$ cat src/cndm_pkg.sv
// Shared types and constants for the CAN node discovery monitor.
// Depends on nothing; every other file of the block imports it.
package cndm_pkg;

    // Table sizes
    localparam int MAX_NODES       = 16;
    localparam int WHITELIST_DEPTH = 32;

    // Derived widths for table indexes and counts
    localparam int NODE_IDX_W = (MAX_NODES > 1) ? $clog2(MAX_NODES) : 1;
    localparam int NODE_CNT_W = $clog2(MAX_NODES + 1);
    localparam int WL_IDX_W   = (WHITELIST_DEPTH > 1) ? $clog2(WHITELIST_DEPTH) : 1;
    localparam int WL_CNT_W   = $clog2(WHITELIST_DEPTH + 1);

    // Fixed field widths
    localparam int ID_W    = 32;
    localparam int TICK_W  = 32;
    localparam int COUNT_W = 5;
    localparam int SLOT_W  = 4;
    localparam int IVAL_W  = 16;

    // Byte 1 value that announces the charge limits
    localparam logic [7:0] LIMITS_CODE = 8'd37;

    // APB register map
    localparam int APB_ADDR_W = 5;
    localparam logic [2:0] REG_EXPECTED   = 3'd0;
    localparam logic [2:0] REG_WL_SIZE    = 3'd1;
    localparam logic [2:0] REG_CHARGER_ID = 3'd2;
    localparam logic [2:0] REG_WINDOW     = 3'd3;
    localparam logic [2:0] REG_POLL       = 3'd4;
    localparam logic [2:0] REG_KEEPALIVE  = 3'd5;
    localparam logic [2:0] REG_SILENCE    = 3'd6;

    typedef enum logic [1:0] {
        OP_FRAME    = 2'd0,
        OP_TICK     = 2'd1,
        OP_START    = 2'd2,
        OP_WL_WRITE = 2'd3
    } op_t;

    typedef enum logic [1:0] {
        PH_IDLE     = 2'd0,
        PH_DISC     = 2'd1,
        PH_CHARGING = 2'd2,
        PH_FAILED   = 2'd3
    } phase_t;

    typedef enum logic [3:0] {
        ST_IDLE,
        ST_WL_WRITE,
        ST_START,
        ST_FRAME,
        ST_WL_REQ,
        ST_WL_CMP,
        ST_ON_REQ,
        ST_ON_CMP,
        ST_HIT,
        ST_ADD,
        ST_T_INC,
        ST_T_KA,
        ST_T_SIL,
        ST_T_WIN,
        ST_T_POLL,
        ST_DONE
    } ctrl_state_t;

    typedef struct packed {
        logic [COUNT_W-1:0] expected_modules;
        logic [4:0]         whitelist_size;
        logic [ID_W-1:0]    charger_id;
        logic [IVAL_W-1:0]  discovery_window;
        logic [IVAL_W-1:0]  poll_interval;
        logic [IVAL_W-1:0]  keepalive_interval;
        logic [IVAL_W-1:0]  silence_limit;
    } cfg_t;

    // Controller to datapath
    typedef struct packed {
        logic load;
        logic wl_write;
        logic start;
        logic frame;
        logic charger_mark;
        logic wl_read;
        logic wl_next;
        logic on_read;
        logic on_next;
        logic hit;
        logic add;
        logic t_inc;
        logic t_ka;
        logic t_sil;
        logic t_win;
        logic t_poll;
        logic out_load;
    } cmd_t;

    // Datapath to controller
    typedef struct packed {
        logic phase_idle;
        logic phase_disc;
        logic charger_hit;
        logic wl_empty;
        logic wl_match;
        logic wl_last;
        logic on_empty;
        logic on_match;
        logic on_last;
        logic table_full;
        logic tick_disc;
        logic out_free;
    } status_t;

endpackage

$ cat src/cndm_if.sv
// Valid/ready channel interfaces for the input items and the result items.
// Depends on cndm_pkg for field widths.
interface cndm_item_if
    import cndm_pkg::*;
();
    logic              valid;
    logic              ready;
    logic [1:0]        opcode;
    logic [ID_W-1:0]   frame_id;
    logic [7:0]        payload_byte1;
    logic [4:0]        entry_index;

    modport source (output valid, output opcode, output frame_id, output payload_byte1,
                    output entry_index, input ready);
    modport sink   (input valid, input opcode, input frame_id, input payload_byte1,
                    input entry_index, output ready);
endinterface

interface cndm_result_if
    import cndm_pkg::*;
();
    logic               valid;
    logic               ready;
    logic [1:0]         phase;
    logic [COUNT_W-1:0] nodes_online;
    logic               charger_present;
    logic               new_node;
    logic [SLOT_W-1:0]  node_slot;
    logic               limits_seen;
    logic               send_keepalive;
    logic               send_poll;
    logic               bus_silent;

    modport source (output valid, output phase, output nodes_online, output charger_present,
                    output new_node, output node_slot, output limits_seen,
                    output send_keepalive, output send_poll, output bus_silent,
                    input ready);
    modport sink   (input valid, input phase, input nodes_online, input charger_present,
                    input new_node, input node_slot, input limits_seen,
                    input send_keepalive, input send_poll, input bus_silent,
                    output ready);
endinterface

$ cat src/cndm_regs.sv
// APB configuration registers of the discovery monitor.
// Depends on cndm_pkg for the register map and the cfg_t bundle.
module cndm_regs
    import cndm_pkg::*;
(
    input  logic                  clk,
    input  logic                  rst_n,
    input  logic                  psel,
    input  logic                  penable,
    input  logic                  pwrite,
    input  logic [APB_ADDR_W-1:0] paddr,
    input  logic [31:0]           pwdata,
    output logic [31:0]           prdata,
    output logic                  pready,
    output cfg_t                  cfg
);

    cfg_t       cfg_reg;
    cfg_t       cfg_next;
    logic [2:0] reg_index;
    logic       wr_en;

    assign pready    = 1'b1;
    assign reg_index = paddr[4:2];
    assign wr_en     = psel && penable && pwrite;
    assign cfg       = cfg_reg;

    // Decode the write transaction
    always_comb
    begin
        cfg_next = cfg_reg;
        if (wr_en)
        begin
            case (reg_index)
                REG_EXPECTED:   cfg_next.expected_modules   = pwdata[COUNT_W-1:0];
                REG_WL_SIZE:    cfg_next.whitelist_size     = pwdata[4:0];
                REG_CHARGER_ID: cfg_next.charger_id         = pwdata;
                REG_WINDOW:     cfg_next.discovery_window   = pwdata[IVAL_W-1:0];
                REG_POLL:       cfg_next.poll_interval      = pwdata[IVAL_W-1:0];
                REG_KEEPALIVE:  cfg_next.keepalive_interval = pwdata[IVAL_W-1:0];
                REG_SILENCE:    cfg_next.silence_limit      = pwdata[IVAL_W-1:0];
                default:        cfg_next = cfg_reg;
            endcase
        end
    end

    // Hold the register values
    always_ff @(posedge clk or negedge rst_n)
    begin
        if (!rst_n)
        begin
            cfg_reg.expected_modules   <= COUNT_W'(6);
            cfg_reg.whitelist_size     <= 5'd0;
            cfg_reg.charger_id         <= 32'hC037_2FA4;
            cfg_reg.discovery_window   <= IVAL_W'(90);
            cfg_reg.poll_interval      <= IVAL_W'(10);
            cfg_reg.keepalive_interval <= IVAL_W'(10);
            cfg_reg.silence_limit      <= IVAL_W'(60);
        end
        else
        begin
            cfg_reg <= cfg_next;
        end
    end

    // Return the addressed register
    always_comb
    begin
        case (reg_index)
            REG_EXPECTED:   prdata = 32'(cfg_reg.expected_modules);
            REG_WL_SIZE:    prdata = 32'(cfg_reg.whitelist_size);
            REG_CHARGER_ID: prdata = cfg_reg.charger_id;
            REG_WINDOW:     prdata = 32'(cfg_reg.discovery_window);
            REG_POLL:       prdata = 32'(cfg_reg.poll_interval);
            REG_KEEPALIVE:  prdata = 32'(cfg_reg.keepalive_interval);
            REG_SILENCE:    prdata = 32'(cfg_reg.silence_limit);
            default:        prdata = 32'd0;
        endcase
    end

endmodule

$ cat src/cndm_ctrl.sv
// Sequencing controller of the discovery monitor: one item at a time.
// Depends on cndm_pkg for the state, command and status types.
module cndm_ctrl
    import cndm_pkg::*;
(
    input  logic    clk,
    input  logic    rst_n,
    input  logic    in_valid,
    input  logic [1:0] in_opcode,
    output logic    in_ready,
    input  status_t status,
    output cmd_t    cmd
);

    ctrl_state_t state_reg;
    ctrl_state_t state_next;
    op_t         op;

    assign op = op_t'(in_opcode);

    // Hold the state
    always_ff @(posedge clk or negedge rst_n)
    begin
        if (!rst_n)
        begin
            state_reg <= ST_IDLE;
        end
        else
        begin
            state_reg <= state_next;
        end
    end

    // Advance the sequence and issue commands
    always_comb
    begin
        state_next = state_reg;
        cmd        = '0;
        in_ready   = 1'b0;
        case (state_reg)
            ST_IDLE:
            begin
                in_ready = 1'b1;
                if (in_valid)
                begin
                    cmd.load = 1'b1;
                    case (op)
                        OP_WL_WRITE: state_next = ST_WL_WRITE;
                        OP_START:    state_next = ST_START;
                        OP_FRAME:    state_next = ST_FRAME;
                        OP_TICK:     state_next = status.phase_idle ? ST_DONE : ST_T_INC;
                        default:     state_next = ST_DONE;
                    endcase
                end
            end
            ST_WL_WRITE:
            begin
                cmd.wl_write = 1'b1;
                state_next   = ST_DONE;
            end
            ST_START:
            begin
                cmd.start  = 1'b1;
                state_next = ST_DONE;
            end
            ST_FRAME:
            begin
                cmd.frame = 1'b1;
                if (!status.phase_disc)
                begin
                    state_next = ST_DONE;
                end
                else if (status.charger_hit)
                begin
                    cmd.charger_mark = 1'b1;
                    state_next       = ST_DONE;
                end
                else if (status.wl_empty)
                begin
                    state_next = ST_DONE;
                end
                else
                begin
                    state_next = ST_WL_REQ;
                end
            end
            ST_WL_REQ:
            begin
                cmd.wl_read = 1'b1;
                state_next  = ST_WL_CMP;
            end
            ST_WL_CMP:
            begin
                if (status.wl_match)
                begin
                    if (status.table_full)
                        state_next = ST_DONE;
                    else if (status.on_empty)
                        state_next = ST_ADD;
                    else
                        state_next = ST_ON_REQ;
                end
                else if (status.wl_last)
                begin
                    state_next = ST_DONE;
                end
                else
                begin
                    cmd.wl_next = 1'b1;
                    state_next  = ST_WL_REQ;
                end
            end
            ST_ON_REQ:
            begin
                cmd.on_read = 1'b1;
                state_next  = ST_ON_CMP;
            end
            ST_ON_CMP:
            begin
                if (status.on_match)
                begin
                    state_next = ST_HIT;
                end
                else if (status.on_last)
                begin
                    state_next = ST_ADD;
                end
                else
                begin
                    cmd.on_next = 1'b1;
                    state_next  = ST_ON_REQ;
                end
            end
            ST_HIT:
            begin
                cmd.hit    = 1'b1;
                state_next = ST_DONE;
            end
            ST_ADD:
            begin
                cmd.add    = 1'b1;
                state_next = ST_DONE;
            end
            ST_T_INC:
            begin
                cmd.t_inc  = 1'b1;
                state_next = ST_T_KA;
            end
            ST_T_KA:
            begin
                cmd.t_ka   = 1'b1;
                state_next = ST_T_SIL;
            end
            ST_T_SIL:
            begin
                cmd.t_sil  = 1'b1;
                state_next = status.tick_disc ? ST_T_WIN : ST_DONE;
            end
            ST_T_WIN:
            begin
                cmd.t_win  = 1'b1;
                state_next = ST_T_POLL;
            end
            ST_T_POLL:
            begin
                cmd.t_poll = 1'b1;
                state_next = ST_DONE;
            end
            ST_DONE:
            begin
                if (status.out_free)
                begin
                    cmd.out_load = 1'b1;
                    state_next   = ST_IDLE;
                end
            end
            default:
            begin
                state_next = ST_IDLE;
            end
        endcase
    end

endmodule

$ cat src/cndm_dp.sv
// Datapath of the discovery monitor: tables, deadlines, tick count, result register.
// Depends on cndm_pkg; driven by commands from cndm_ctrl.
module cndm_dp
    import cndm_pkg::*;
(
    input  logic                clk,
    input  logic                rst_n,
    input  cfg_t                cfg,
    input  cmd_t                cmd,
    output status_t             status,
    input  logic [ID_W-1:0]     in_frame_id,
    input  logic [7:0]          in_payload_byte1,
    input  logic [4:0]          in_entry_index,
    cndm_result_if.source       result_out
);

    // Whitelist and online tables
    logic [ID_W-1:0] wl_mem [WHITELIST_DEPTH];
    logic [ID_W-1:0] on_mem [MAX_NODES];
    logic [ID_W-1:0] wl_rdata_reg;
    logic [ID_W-1:0] on_rdata_reg;

    // Latched item
    logic [ID_W-1:0] id_reg;
    logic [7:0]      byte1_reg;
    logic [4:0]      index_reg;

    // Monitor state
    logic [TICK_W-1:0]     tick_reg, tick_next;
    logic [TICK_W-1:0]     ka_dl_reg, ka_dl_next;
    logic [TICK_W-1:0]     win_dl_reg, win_dl_next;
    logic [TICK_W-1:0]     poll_dl_reg, poll_dl_next;
    logic [TICK_W-1:0]     sil_dl_reg, sil_dl_next;
    phase_t                phase_reg, phase_next;
    logic [NODE_CNT_W-1:0] count_reg, count_next;
    logic                  charger_reg, charger_next;
    logic                  tick_disc_reg, tick_disc_next;

    // Search counters
    logic [WL_CNT_W-1:0]   wl_cnt_reg, wl_cnt_next;
    logic [NODE_CNT_W-1:0] on_cnt_reg, on_cnt_next;

    // Per-item result flags
    logic                  new_node_reg, new_node_next;
    logic [NODE_CNT_W-1:0] slot_reg, slot_next;
    logic                  lim_reg, lim_next;
    logic                  ka_reg, ka_next;
    logic                  poll_reg, poll_next;
    logic                  silent_reg, silent_next;

    // Output register
    logic out_valid_reg, out_valid_next;

    logic [WL_CNT_W-1:0] wl_n;
    logic [TICK_W-1:0]   dl_sel;
    logic [TICK_W-1:0]   dl_diff;
    logic                dl_passed;
    logic                limits_hit;

    // Search bound of the whitelist
    assign wl_n = (32'(cfg.whitelist_size) < WHITELIST_DEPTH) ?
                  WL_CNT_W'(cfg.whitelist_size) : WL_CNT_W'(WHITELIST_DEPTH);

    // Shared serial-number compare against the deadline of this step
    always_comb
    begin
        if (cmd.t_sil)
            dl_sel = sil_dl_reg;
        else if (cmd.t_win)
            dl_sel = win_dl_reg;
        else if (cmd.t_poll)
            dl_sel = poll_dl_reg;
        else
            dl_sel = ka_dl_reg;
    end

    assign dl_diff    = tick_reg - dl_sel;
    assign dl_passed  = (dl_diff != '0) && !dl_diff[TICK_W-1];
    assign limits_hit = (byte1_reg == LIMITS_CODE);

    // Status to the controller
    always_comb
    begin
        status.phase_idle  = (phase_reg == PH_IDLE);
        status.phase_disc  = (phase_reg == PH_DISC);
        status.charger_hit = (id_reg == cfg.charger_id);
        status.wl_empty    = (wl_n == '0);
        status.wl_match    = (wl_rdata_reg == id_reg);
        status.wl_last     = (WL_CNT_W'(wl_cnt_reg + 1'b1) == wl_n);
        status.on_empty    = (count_reg == '0);
        status.on_match    = (on_rdata_reg == id_reg);
        status.on_last     = (NODE_CNT_W'(on_cnt_reg + 1'b1) == count_reg);
        status.table_full  = (32'(count_reg) >= MAX_NODES);
        status.tick_disc   = tick_disc_reg;
        status.out_free    = !out_valid_reg || result_out.ready;
    end

    // Compute next state from the command of this cycle
    always_comb
    begin
        tick_next      = tick_reg;
        ka_dl_next     = ka_dl_reg;
        win_dl_next    = win_dl_reg;
        poll_dl_next   = poll_dl_reg;
        sil_dl_next    = sil_dl_reg;
        phase_next     = phase_reg;
        count_next     = count_reg;
        charger_next   = charger_reg;
        tick_disc_next = tick_disc_reg;
        wl_cnt_next    = wl_cnt_reg;
        on_cnt_next    = on_cnt_reg;
        new_node_next  = new_node_reg;
        slot_next      = slot_reg;
        lim_next       = lim_reg;
        ka_next        = ka_reg;
        poll_next      = poll_reg;
        silent_next    = silent_reg;
        out_valid_next = out_valid_reg;

        // Drop the result once the receiver takes it
        if (result_out.ready)
            out_valid_next = 1'b0;

        if (cmd.load)
        begin
            new_node_next = 1'b0;
            slot_next     = '0;
            lim_next      = 1'b0;
            ka_next       = 1'b0;
            poll_next     = 1'b0;
            silent_next   = 1'b0;
        end

        // Open a discovery window
        if (cmd.start)
        begin
            count_next   = '0;
            charger_next = 1'b0;
            tick_next    = '0;
            win_dl_next  = TICK_W'(cfg.discovery_window);
            poll_dl_next = TICK_W'(cfg.poll_interval);
            ka_dl_next   = TICK_W'(cfg.keepalive_interval);
            sil_dl_next  = TICK_W'(cfg.silence_limit);
            phase_next   = PH_DISC;
            poll_next    = 1'b1;
        end

        // Any frame restarts the silence deadline
        if (cmd.frame)
        begin
            sil_dl_next = tick_reg + TICK_W'(cfg.silence_limit);
            wl_cnt_next = '0;
            on_cnt_next = '0;
        end

        if (cmd.charger_mark)
            charger_next = 1'b1;

        if (cmd.wl_next)
            wl_cnt_next = WL_CNT_W'(wl_cnt_reg + 1'b1);

        if (cmd.on_next)
            on_cnt_next = NODE_CNT_W'(on_cnt_reg + 1'b1);

        // Known node seen again
        if (cmd.hit)
        begin
            slot_next = on_cnt_reg;
            lim_next  = limits_hit;
        end

        // New node enters the table at the current count
        if (cmd.add)
        begin
            count_next    = NODE_CNT_W'(count_reg + 1'b1);
            new_node_next = 1'b1;
            slot_next     = count_reg;
            if (32'(count_reg) + 1 >= MAX_NODES)
                phase_next = PH_FAILED;
            else
                lim_next = limits_hit;
        end

        // Tick steps
        if (cmd.t_inc)
        begin
            tick_next      = tick_reg + 1'b1;
            tick_disc_next = (phase_reg == PH_DISC);
        end

        if (cmd.t_ka && dl_passed)
        begin
            ka_dl_next = ka_dl_reg + TICK_W'(cfg.keepalive_interval);
            ka_next    = 1'b1;
        end

        if (cmd.t_sil && dl_passed)
        begin
            sil_dl_next = sil_dl_reg + TICK_W'(cfg.silence_limit);
            silent_next = 1'b1;
        end

        if (cmd.t_win && dl_passed)
        begin
            if (charger_reg && (32'(count_reg) == 32'(cfg.expected_modules)))
                phase_next = PH_CHARGING;
            else
                phase_next = PH_FAILED;
        end

        if (cmd.t_poll && dl_passed)
        begin
            poll_dl_next = tick_reg + TICK_W'(cfg.poll_interval);
            poll_next    = 1'b1;
        end

        if (cmd.out_load)
            out_valid_next = 1'b1;
    end

    // Hold the control and monitor state
    always_ff @(posedge clk or negedge rst_n)
    begin
        if (!rst_n)
        begin
            tick_reg      <= '0;
            ka_dl_reg     <= '0;
            win_dl_reg    <= '0;
            poll_dl_reg   <= '0;
            sil_dl_reg    <= '0;
            phase_reg     <= PH_IDLE;
            count_reg     <= '0;
            charger_reg   <= 1'b0;
            tick_disc_reg <= 1'b0;
            wl_cnt_reg    <= '0;
            on_cnt_reg    <= '0;
            out_valid_reg <= 1'b0;
        end
        else
        begin
            tick_reg      <= tick_next;
            ka_dl_reg     <= ka_dl_next;
            win_dl_reg    <= win_dl_next;
            poll_dl_reg   <= poll_dl_next;
            sil_dl_reg    <= sil_dl_next;
            phase_reg     <= phase_next;
            count_reg     <= count_next;
            charger_reg   <= charger_next;
            tick_disc_reg <= tick_disc_next;
            wl_cnt_reg    <= wl_cnt_next;
            on_cnt_reg    <= on_cnt_next;
            out_valid_reg <= out_valid_next;
        end
    end

    // Hold the per-item flags
    always_ff @(posedge clk)
    begin
        new_node_reg <= new_node_next;
        slot_reg     <= slot_next;
        lim_reg      <= lim_next;
        ka_reg       <= ka_next;
        poll_reg     <= poll_next;
        silent_reg   <= silent_next;
    end

    // Latch the accepted transaction
    always_ff @(posedge clk)
    begin
        if (cmd.load)
        begin
            id_reg    <= in_frame_id;
            byte1_reg <= in_payload_byte1;
            index_reg <= in_entry_index;
        end
    end

    // Whitelist memory: one write, one registered read
    always_ff @(posedge clk)
    begin
        if (cmd.wl_write && (32'(index_reg) < WHITELIST_DEPTH))
            wl_mem[WL_IDX_W'(index_reg)] <= id_reg;
        if (cmd.wl_read)
            wl_rdata_reg <= wl_mem[wl_cnt_reg[WL_IDX_W-1:0]];
    end

    // Online table memory: one write, one registered read
    always_ff @(posedge clk)
    begin
        if (cmd.add)
            on_mem[count_reg[NODE_IDX_W-1:0]] <= id_reg;
        if (cmd.on_read)
            on_rdata_reg <= on_mem[on_cnt_reg[NODE_IDX_W-1:0]];
    end

    // Result register
    always_ff @(posedge clk)
    begin
        if (cmd.out_load)
        begin
            result_out.phase           <= phase_reg;
            result_out.nodes_online    <= COUNT_W'(count_reg);
            result_out.charger_present <= charger_reg;
            result_out.new_node        <= new_node_reg;
            result_out.node_slot       <= SLOT_W'(slot_reg);
            result_out.limits_seen     <= lim_reg;
            result_out.send_keepalive  <= ka_reg;
            result_out.send_poll       <= poll_reg;
            result_out.bus_silent      <= silent_reg;
        end
    end

    assign result_out.valid = out_valid_reg;

endmodule

$ cat src/can_node_discovery_monitor.sv
// CAN node discovery monitor: top level joining registers, controller and datapath.
// Depends on cndm_pkg, cndm_if, cndm_regs, cndm_ctrl and cndm_dp.
//
// Usage: items arrive on item_in (valid/ready); each gives exactly one result on
// result_out. Opcodes: frame received, tick, start discovery, whitelist write.
// Configuration is written over the APB port (registers at 4*i, pready always high)
// while no item is in flight.
// One item is worked at a time. Whitelist write and start each run one command state;
// a tick in idle goes straight to the result, other ticks step through increment,
// keepalive, silence and, in discovery, window and poll (one shared deadline compare
// per step); a frame searches the whitelist and then the online table one entry at a
// time, each entry through a request and a compare state on its registered read port.
// The result register parts the two sides: a new item is taken while an earlier
// result still waits; a stalled receiver holds only the finish of the next item.
// Reset: phase idle, tick count, deadlines and online count zero, registers at their
// defaults; the tables hold nothing valid and need no clearing pass.
module can_node_discovery_monitor
    import cndm_pkg::*;
(
    input  logic                  clk,
    input  logic                  rst_n,
    cndm_item_if.sink             item_in,
    cndm_result_if.source         result_out,
    input  logic                  psel,
    input  logic                  penable,
    input  logic                  pwrite,
    input  logic [APB_ADDR_W-1:0] paddr,
    input  logic [31:0]           pwdata,
    output logic [31:0]           prdata,
    output logic                  pready
);

    cfg_t    cfg;
    cmd_t    cmd;
    status_t status;

    cndm_regs u_regs (
        .clk     (clk),
        .rst_n   (rst_n),
        .psel    (psel),
        .penable (penable),
        .pwrite  (pwrite),
        .paddr   (paddr),
        .pwdata  (pwdata),
        .prdata  (prdata),
        .pready  (pready),
        .cfg     (cfg)
    );

    cndm_ctrl u_ctrl (
        .clk       (clk),
        .rst_n     (rst_n),
        .in_valid  (item_in.valid),
        .in_opcode (item_in.opcode),
        .in_ready  (item_in.ready),
        .status    (status),
        .cmd       (cmd)
    );

    cndm_dp u_dp (
        .clk              (clk),
        .rst_n            (rst_n),
        .cfg              (cfg),
        .cmd              (cmd),
        .status           (status),
        .in_frame_id      (item_in.frame_id),
        .in_payload_byte1 (item_in.payload_byte1),
        .in_entry_index   (item_in.entry_index),
        .result_out       (result_out)
    );

    // Online count never exceeds the table size
    a_count_bound: assert property (@(posedge clk) disable iff (!rst_n)
        result_out.valid |-> (32'(result_out.nodes_online) <= MAX_NODES))
        else $error("nodes_online beyond table size");

    // A node is added only during discovery or by filling the table
    a_new_node_phase: assert property (@(posedge clk) disable iff (!rst_n)
        (result_out.valid && result_out.new_node) |->
        (result_out.phase == PH_DISC || result_out.phase == PH_FAILED))
        else $error("new node reported outside discovery");

    // Limits are reported only in discovery, so never on the frame that fills the table
    a_limits_phase: assert property (@(posedge clk) disable iff (!rst_n)
        (result_out.valid && result_out.limits_seen) |-> (result_out.phase == PH_DISC))
        else $error("limits reported outside discovery");

    // An accepted transaction leaves the block busy in the following cycle
    a_busy_after_accept: assert property (@(posedge clk) disable iff (!rst_n)
        (item_in.valid && item_in.ready) |=> !item_in.ready)
        else $error("item taken while previous item in flight");

endmodule

$ cat src/flat_wrapper.sv
// flat-port wrapper written by rule: the top's interface ports become plain ports
module can_node_discovery_monitor_flat import cndm_pkg::*;
  (clk, rst_n, psel, penable, pwrite, paddr, pwdata, prdata, pready, item_in_valid, item_in_opcode, item_in_frame_id, item_in_payload_byte1, item_in_entry_index, item_in_ready, result_out_valid, result_out_phase, result_out_nodes_online, result_out_charger_present, result_out_new_node, result_out_node_slot, result_out_limits_seen, result_out_send_keepalive, result_out_send_poll, result_out_bus_silent, result_out_ready);
  cndm_item_if item_in_i ();
  cndm_result_if result_out_i ();
  input  logic clk;
  input  logic rst_n;
  input  logic psel;
  input  logic penable;
  input  logic pwrite;
  input  logic [APB_ADDR_W-1:0] paddr;
  input  logic [31:0] pwdata;
  output logic [31:0] prdata;
  output logic pready;
  input wire logic [$bits(item_in_i.valid)-1:0] item_in_valid;
  input wire logic [$bits(item_in_i.opcode)-1:0] item_in_opcode;
  input wire logic [$bits(item_in_i.frame_id)-1:0] item_in_frame_id;
  input wire logic [$bits(item_in_i.payload_byte1)-1:0] item_in_payload_byte1;
  input wire logic [$bits(item_in_i.entry_index)-1:0] item_in_entry_index;
  output wire logic [$bits(item_in_i.ready)-1:0] item_in_ready;
  output wire logic [$bits(result_out_i.valid)-1:0] result_out_valid;
  output wire logic [$bits(result_out_i.phase)-1:0] result_out_phase;
  output wire logic [$bits(result_out_i.nodes_online)-1:0] result_out_nodes_online;
  output wire logic [$bits(result_out_i.charger_present)-1:0] result_out_charger_present;
  output wire logic [$bits(result_out_i.new_node)-1:0] result_out_new_node;
  output wire logic [$bits(result_out_i.node_slot)-1:0] result_out_node_slot;
  output wire logic [$bits(result_out_i.limits_seen)-1:0] result_out_limits_seen;
  output wire logic [$bits(result_out_i.send_keepalive)-1:0] result_out_send_keepalive;
  output wire logic [$bits(result_out_i.send_poll)-1:0] result_out_send_poll;
  output wire logic [$bits(result_out_i.bus_silent)-1:0] result_out_bus_silent;
  input wire logic [$bits(result_out_i.ready)-1:0] result_out_ready;
  assign item_in_i.valid = item_in_valid;
  assign item_in_i.opcode = item_in_opcode;
  assign item_in_i.frame_id = item_in_frame_id;
  assign item_in_i.payload_byte1 = item_in_payload_byte1;
  assign item_in_i.entry_index = item_in_entry_index;
  assign item_in_ready = item_in_i.ready;
  assign result_out_valid = result_out_i.valid;
  assign result_out_phase = result_out_i.phase;
  assign result_out_nodes_online = result_out_i.nodes_online;
  assign result_out_charger_present = result_out_i.charger_present;
  assign result_out_new_node = result_out_i.new_node;
  assign result_out_node_slot = result_out_i.node_slot;
  assign result_out_limits_seen = result_out_i.limits_seen;
  assign result_out_send_keepalive = result_out_i.send_keepalive;
  assign result_out_send_poll = result_out_i.send_poll;
  assign result_out_bus_silent = result_out_i.bus_silent;
  assign result_out_i.ready = result_out_ready;
  can_node_discovery_monitor u_core (.clk(clk), .rst_n(rst_n), .item_in(item_in_i), .result_out(result_out_i), .psel(psel), .penable(penable), .pwrite(pwrite), .paddr(paddr), .pwdata(pwdata), .prdata(prdata), .pready(pready));
endmodule
$ cat config.mk
export PLATFORM = sky130hd
export DESIGN_NAME = can_node_discovery_monitor_flat
export DESIGN_NICKNAME = d
export VERILOG_FILES = /design/src/cndm_pkg.sv /design/src/cndm_if.sv /design/src/cndm_regs.sv /design/src/cndm_ctrl.sv /design/src/cndm_dp.sv /design/src/can_node_discovery_monitor.sv /design/src/flat_wrapper.sv
export SDC_FILE = /design/constraint.sdc
export NUM_CORES = 2
export LEC_CHECK = 0
export BUFFER_PORTS_ARGS = -buffer_cell sky130_fd_sc_hd__buf_2
export CORE_ASPECT_RATIO = 0.6
export CORE_MARGIN = 3
export CORE_UTILIZATION = 45
export CTS_CLUSTER_DIAMETER = 30
export CTS_CLUSTER_SIZE = 20
export DETAILED_ROUTE_END_ITERATION = 6
export GPL_ROUTABILITY_DRIVEN = 0
export HOLD_SLACK_MARGIN = 0.08
export PLACE_DENSITY = 0.65
export SLEW_MARGIN = 25
export SYNTH_ARGS = -nofsm -noshare
export SYNTH_HDL_FRONTEND = slang
export SYNTH_SLANG_ARGS = --single-unit
$ cat constraint.sdc
create_clock -name clk -period 9.1 [get_ports clk]
set_input_delay 1.82 -clock clk [delete_from_list [all_inputs] [get_ports clk]]
set_output_delay 1.82 -clock clk [all_outputs]
set_load 0.1 [all_outputs]
Word level (Yosys, flattened, before mapping) --
Memories as Yosys holds them, arrays and structs flattened. A register that Yosys moved wholly into a read port is not among the register bits. Index checks and enable logic that the tools add are counted.
Cells by class: add/sub/neg operators 10, magnitude comparators 2, equal/unequal tests 34, muxes and demuxes 79, reductions and logical operators 38
Operators by type and width (count):
- 32-bit two-way mux | 12
- 32-bit case mux with 7 select lines | 1
- 32-bit by 16-bit adder with 32-bit output | 4
- 32-bit == test | 3
- 4-bit two-way mux | 14
- 4-bit case mux with 12 select lines | 1
- 1-bit two-way mux | 37
- 32-bit by 1-bit adder with 32-bit output, second input constant | 1
- 4-bit == test, second input constant | 8
- 32-bit nonzero test | 1
- 32-bit subtractor | 1
- 5-bit two-way mux | 4
- 4-bit by 3-bit == test with 1-bit output, second input constant | 4
- 4-bit case mux with 4 select lines | 1
- 2-bit AND reduction | 8
- 2-bit nonzero test | 8
- 2-bit two-way mux | 6
- 6-bit two-way mux | 2
- 5-bit by 1-bit adder with 5-bit output, second input constant | 2
- 5-bit == test | 2
- 3-bit == test, second input constant | 3
- 4-bit by 2-bit == test with 1-bit output, second input constant | 2
- 8-bit by 6-bit == test with 1-bit output, second input constant | 1
- 1-bit logical AND | 8
- 23 further kinds | 29
Storage, ports and cells: bits in registers 346, RAM bits 1536, bits of input ports 91, output and inout bits 52, logic and storage cells 203, memories kept 2
Memory list:
- u_core.u_dp.wl_mem | depth 32, width 32, read ports 1, clocked after memory_dff 1, wr ports 1, RTL line cndm_dp.sv:18 | logic [ID_W-1:0] wl_mem [WHITELIST_DEPTH];
- u_core.u_dp.on_mem | depth 16, width 32, read ports 1, clocked after memory_dff 1, wr ports 1, RTL line cndm_dp.sv:19 | logic [ID_W-1:0] on_mem [MAX_NODES];

Longest topological paths before layout --
depth in word-level cells 10, gate-level depth with buffers 25, depth with buffers taken out 19

Modules after synthesis --
Synthesis repeated with hierarchy kept, for this count alone.
Second synthesis, totals: cell total of the unflattened synthesis 4715, area total of the unflattened synthesis 83116.0 µm²
By module, submodules not included:
- cndm_dp | times used 1, cells an instance 4282, area each 77616.9 µm²
- cndm_regs | times used 1, cells an instance 349, area each 4916.0 µm²
- cndm_ctrl | times used 1, cells an instance 84, area each 583.1 µm²

Worst setup path after synthesis --
No wires, ideal clock.
path kind input to output, from input port paddr[3], to output port prdata[1], data arrival time 4996 ps, data required time 7280 ps, path slack 2284 ps, stages 5, buffers on the path 3, path through clkbuf_1 > buf_1 > clkbuf_1 > a31oi_1 > o21ai_0
Between the ends: word-level cells in the longest chain between the ends 2, elaborated cells on any way between the ends 8, those cells by class eq/ne (6); mux (1); reduce/logical (1)
Ends and longest elaborated chain:
- start: declaration | RTL line flat_wrapper.sv:11 | input logic [APB_ADDR_W-1:0] paddr;
- 3-bit == test (tied with other cells) | RTL line cndm_regs.sv:69 | case (reg_index)
- 32-bit case mux with 7 select lines (*) | RTL line cndm_regs.sv:69
- end: declaration | RTL line flat_wrapper.sv:13 | output logic [31:0] prdata;
Mark *: on every way between the ends. The rest lies on a longest branch, timed or not.

Worst setup path in the final report --
from register u_core.u_ctrl.state_reg[1], to register u_core.u_dp.sil_dl_reg[29]
Between the ends: word-level cells in the longest chain between the ends 10, elaborated cells on any way between the ends 21, those cells by class add/sub (1); eq/ne (5); mux (10); reduce/logical (5)
Ends and longest elaborated chain:
- start: declaration | RTL line cndm_ctrl.sv:15 | ctrl_state_t state_reg;
- start signal: assignment | RTL line cndm_ctrl.sv:30 | state_reg <= state_next;
- 4-bit == test | RTL line cndm_ctrl.sv:40 | case (state_reg)
- 1-bit two-way mux | RTL line cndm_ctrl.sv:40
- 32-bit two-way mux | RTL line cndm_dp.sv:71 | else if (cmd.t_poll)
- 32-bit two-way mux | RTL line cndm_dp.sv:69 | else if (cmd.t_win)
- 32-bit two-way mux | RTL line cndm_dp.sv:67 | if (cmd.t_sil)
- 32-bit subtractor | RTL line cndm_dp.sv:77 | assign dl_diff = tick_reg - dl_sel;
- 32-bit nonzero test / 1-bit logical NOT (equally long branches) | RTL line cndm_dp.sv:78 | assign dl_passed = (dl_diff != '0) && !dl_diff[TICK_W-1];
- 1-bit logical AND | RTL line cndm_dp.sv:78
- 1-bit logical AND | RTL line cndm_dp.sv:197 | if (cmd.t_sil && dl_passed)
- 3-bit nonzero test (no line) / 32-bit two-way mux (equally long branches)
- end signal: assignment | RTL line cndm_dp.sv:245 | sil_dl_reg <= sil_dl_next;
- end: declaration | RTL line cndm_dp.sv:33 | logic [TICK_W-1:0] sil_dl_reg, sil_dl_next;
Parallel ways exist; a longest one is shown, timed or not. A chain may end at the register's enable or synchronous reset.

==> metrics.yaml <==
core_um2: 182000
whs_ns: 0.425
max_freq_ghz: 0.132
drive_gt1_share_pct: 28.7
clk_path_buf_depth: 4
worstReg2RegStart: "u_core.u_ctrl.state_reg[1]"
final_common_cell: "edfxtp_1"
post-route-period-util_pct: 83.4
fin_crit_ns: 7.59
slew_viol_final: 0
antenna_found_initial: 18
synth.top_cell.area_share_pct: 60.5
r2r_cells: 17
synth_seq_area_share_pct: 69.0
async_flop_share_pct: 14.1
overflow: 0
n_fill_cell: 14261
syn2layout_area_growth_pct: 17.3
detail-route-antenna-nets: 0
clock_sinks: 1946
clock_latency_ns: 0.82
total_power_w: 0.0285
setup_tns_ns: 0
grt_start_max_net_pins: 136
ys_warn_count: 0
setup_ws_ns: 1.51
worstMarginPinSlew_ns: 1.05
htree_levels: 5
numCtsBuffers: 292
dpl_worst_slack_ns: 1.83
portBuffers: 139
regArea_um2: 57100
ctsHoldBuffers: 0
cts_setup_buffers: 0
die-height_um: 338
worstSetupStartpointType: "flip-flop"
yosysUniqueCellTypes: 90
clk_pin_slew_ns: 0.07
ios: 143
largest_reg_flops: 1024
hold_depth: 0
grt_util_all_layers_pct: 23.6
syn_nets: 4912
p_leak_nw: 32.9
drc_errors: 0
ys_ff_latch: 1946
synth_flop_cell: "edfxtp_1"
relSlewSlack_pct: 29.8
cts.repair.resized: 0
drtPass1Iterations: 5
hold_viol: 0
routed_via_density: 6.16
irDropWorstVdd_mv: 0.249
regToRegEndpoint: "u_core.u_dp.sil_dl_reg[29]"
synth_edf_count: 1666
synthTopCellsByArea: "edfxtp_1 61%, mux4_2 13%, dfrtp_1 7.4%, mux2_2 2.0%, ha_1 1.5%"
multi_input_comb_area_um2: 24800
endpoint_kind: "flip-flop"
max_cap_viol_count: 0
cts_tree: "yes"
drt-initial-drc-count: 6121
die_x_um: 559
required_ns: 9.79
worst_ep_arrival_time_ns: 8.27
post_drt_wl_per_cell_um: 29.0
via_count: 47755
setup_viol_count_final: 0
synth_area_per_cell_um2: 17.5
hold_end: "u_core.u_dp.result_out.node_slot[2]"
outcome: "finished, final reports clean"
nNetsFinal: 5243
initial_core_util_pct: 45.4
crit_fanout: 39
p_per_area_nw_per_um2: 294
rsz0062_at_grt: "no"
hold_start: "u_core.u_dp.slot_reg[2]"
grt_pass1_wl_um: 327000
place_area_um2: 86900
syn_inst: 4714
dieArea_um2: 189000
final_area_um2: 97000
yosys.area.top_type: "edfxtp_1"
critPathKind: "flip-flop to flip-flop"
r2r_slack_ns: 1.51
min_path_type: "flip-flop to flip-flop"
num_rows: 121
layout_common_cells: "1666 x edfxtp_1, 483 x mux4_2, 303 x clkbuf_16, 284 x nand2_1, 237 x dfrtp_1"
netlist_area_um2: 82600
cts_root_buf: "clkbuf_16"
drt-total-wl_um: 225000
hpwl_um: 135000
grt_pass1_vias: 46521
clock_skew_ns: 0.0608
[critical path, cell delays in order, from the launching register on]
cell and delay [ns]:
dfrtp_1 0.72, nand2b_1 0.32, nor2_4 0.60, buf_4 0.48, nor3_1 0.10, a221oi_1 0.62, ha_1 0.48, nand2_1 0.15
o21ai_0 0.17, or2_2 0.37, a41oi_1 0.37, o211ai_1 0.13, a2111oi_0 0.41, nand4_1 0.29, or4_1 0.94, nand3_4 0.58
mux2_2 0.40, a211o_1 0.29
[synthesized netlist by cell type, types with 6 or more instances]
cell / instances
edfxtp_1: 1666
nor2_1: 176
clkbuf_1: 169
nand3b_1: 6
ha_1: 102
xor2_1: 130
buf_4: 9
nor2b_1: 19
and2_1: 16
nand2b_1: 20
nor3b_1: 6
a21oi_1: 125
a211oi_1: 18
o21bai_1: 10
a22o_1: 13
o31ai_1: 11
inv_1: 55
a31oi_1: 34
nand4_1: 40
nor4_1: 34
a22oi_1: 14
mux4_2: 483
or3_1: 22
buf_2: 6
a221oi_1: 21
nor3_1: 67
and3_1: 57
mux2i_1: 50
o211ai_1: 36
a221o_1: 15
dfrtp_1: 246
buf_1: 53
o21a_1: 15
o21ai_0: 187
xnor2_1: 86
nand2_1: 285
mux2_2: 150
a21o_1: 28
nand3_1: 87
dfstp_2: 29
[area by class of cell]
class | count | share of cell area (%)
Antenna cell | 13 | 0.0335
Inverter | 55 | 0.213
Sequential cell | 1946 | 58.9
Multi-Input combinational cell | 2472 | 25.5
Tap cell | 2460 | 3.17
Clock inverter | 193 | 2.30
Clock buffer | 336 | 8.00
Timing Repair Buffer | 278 | 1.91
[report_power, final]
part	internal [W]	leakage [nW]	switching (W)	total, W
logic	0.00286	9.58	0.00355	0.00640
registers	0.0102	18.5	0.000632	0.0108
clock network	0.00705	4.83	0.00427	0.0113
total	0.0201	32.9	0.00845	0.0285
[stage by stage]
| step | utilization (%) | instances |
|---|---|---|
| after floorplan | - | 4714 |
| after global placement | 47.8 | 7208 |
| after detailed placement | 47.8 | 7208 |
| after CTS | 53.2 | 7737 |
| after global routing | 53.3 | 7742 |
| final | 53.3 | 7753 |
[metal layers]
metal  vias up  GRT usage (%)  routed length [um]
met4         6           4.80                3800
met2      2670           31.5               91400
met1     24986           37.8              102000
met5         -              0                  48
met3       306           7.11               28000
li1      19787              -                   -
[worst max path at each step]
stage	startpoint	endpoint	slack (ns)	depth (start not counted)
after floorplan	paddr[3]	prdata[1]	2.28	5
after global placement	u_core.u_ctrl.state_reg[1]	u_core.u_dp.sil_dl_reg[29]	1.90	17
after detailed placement	u_core.u_ctrl.state_reg[1]	u_core.u_dp.sil_dl_reg[29]	1.83	17
after CTS	u_core.u_ctrl.state_reg[1]	u_core.u_dp.sil_dl_reg[29]	1.79	17
after global routing	u_core.u_ctrl.state_reg[1]	u_core.u_dp.sil_dl_reg[29]	1.21	17
final	u_core.u_ctrl.state_reg[1]	u_core.u_dp.sil_dl_reg[29]	1.51	17
[cells by family (layout without fill, tap and decap cells)]
| group | after synthesis | in the layout | synth area share, % |
|---|---|---|---|
| AND/OR/NAND/NOR | 862 | 862 | 4.99 |
| AO/OA/AOI/OAI | 603 | 603 | 4.75 |
| flip-flops | 1946 | 1946 | 69.0 |
| adder cells (fa/ha/maj) | 107 | 107 | 1.67 |
| other | 1 | 14 | 0.00454 |
| buffers and inverters | 296 | 862 | 1.45 |
| multiplexers | 683 | 683 | 15.8 |
| XOR/XNOR | 216 | 216 | 2.29 |
Note: power is estimated with default switching activity, not from simulation.
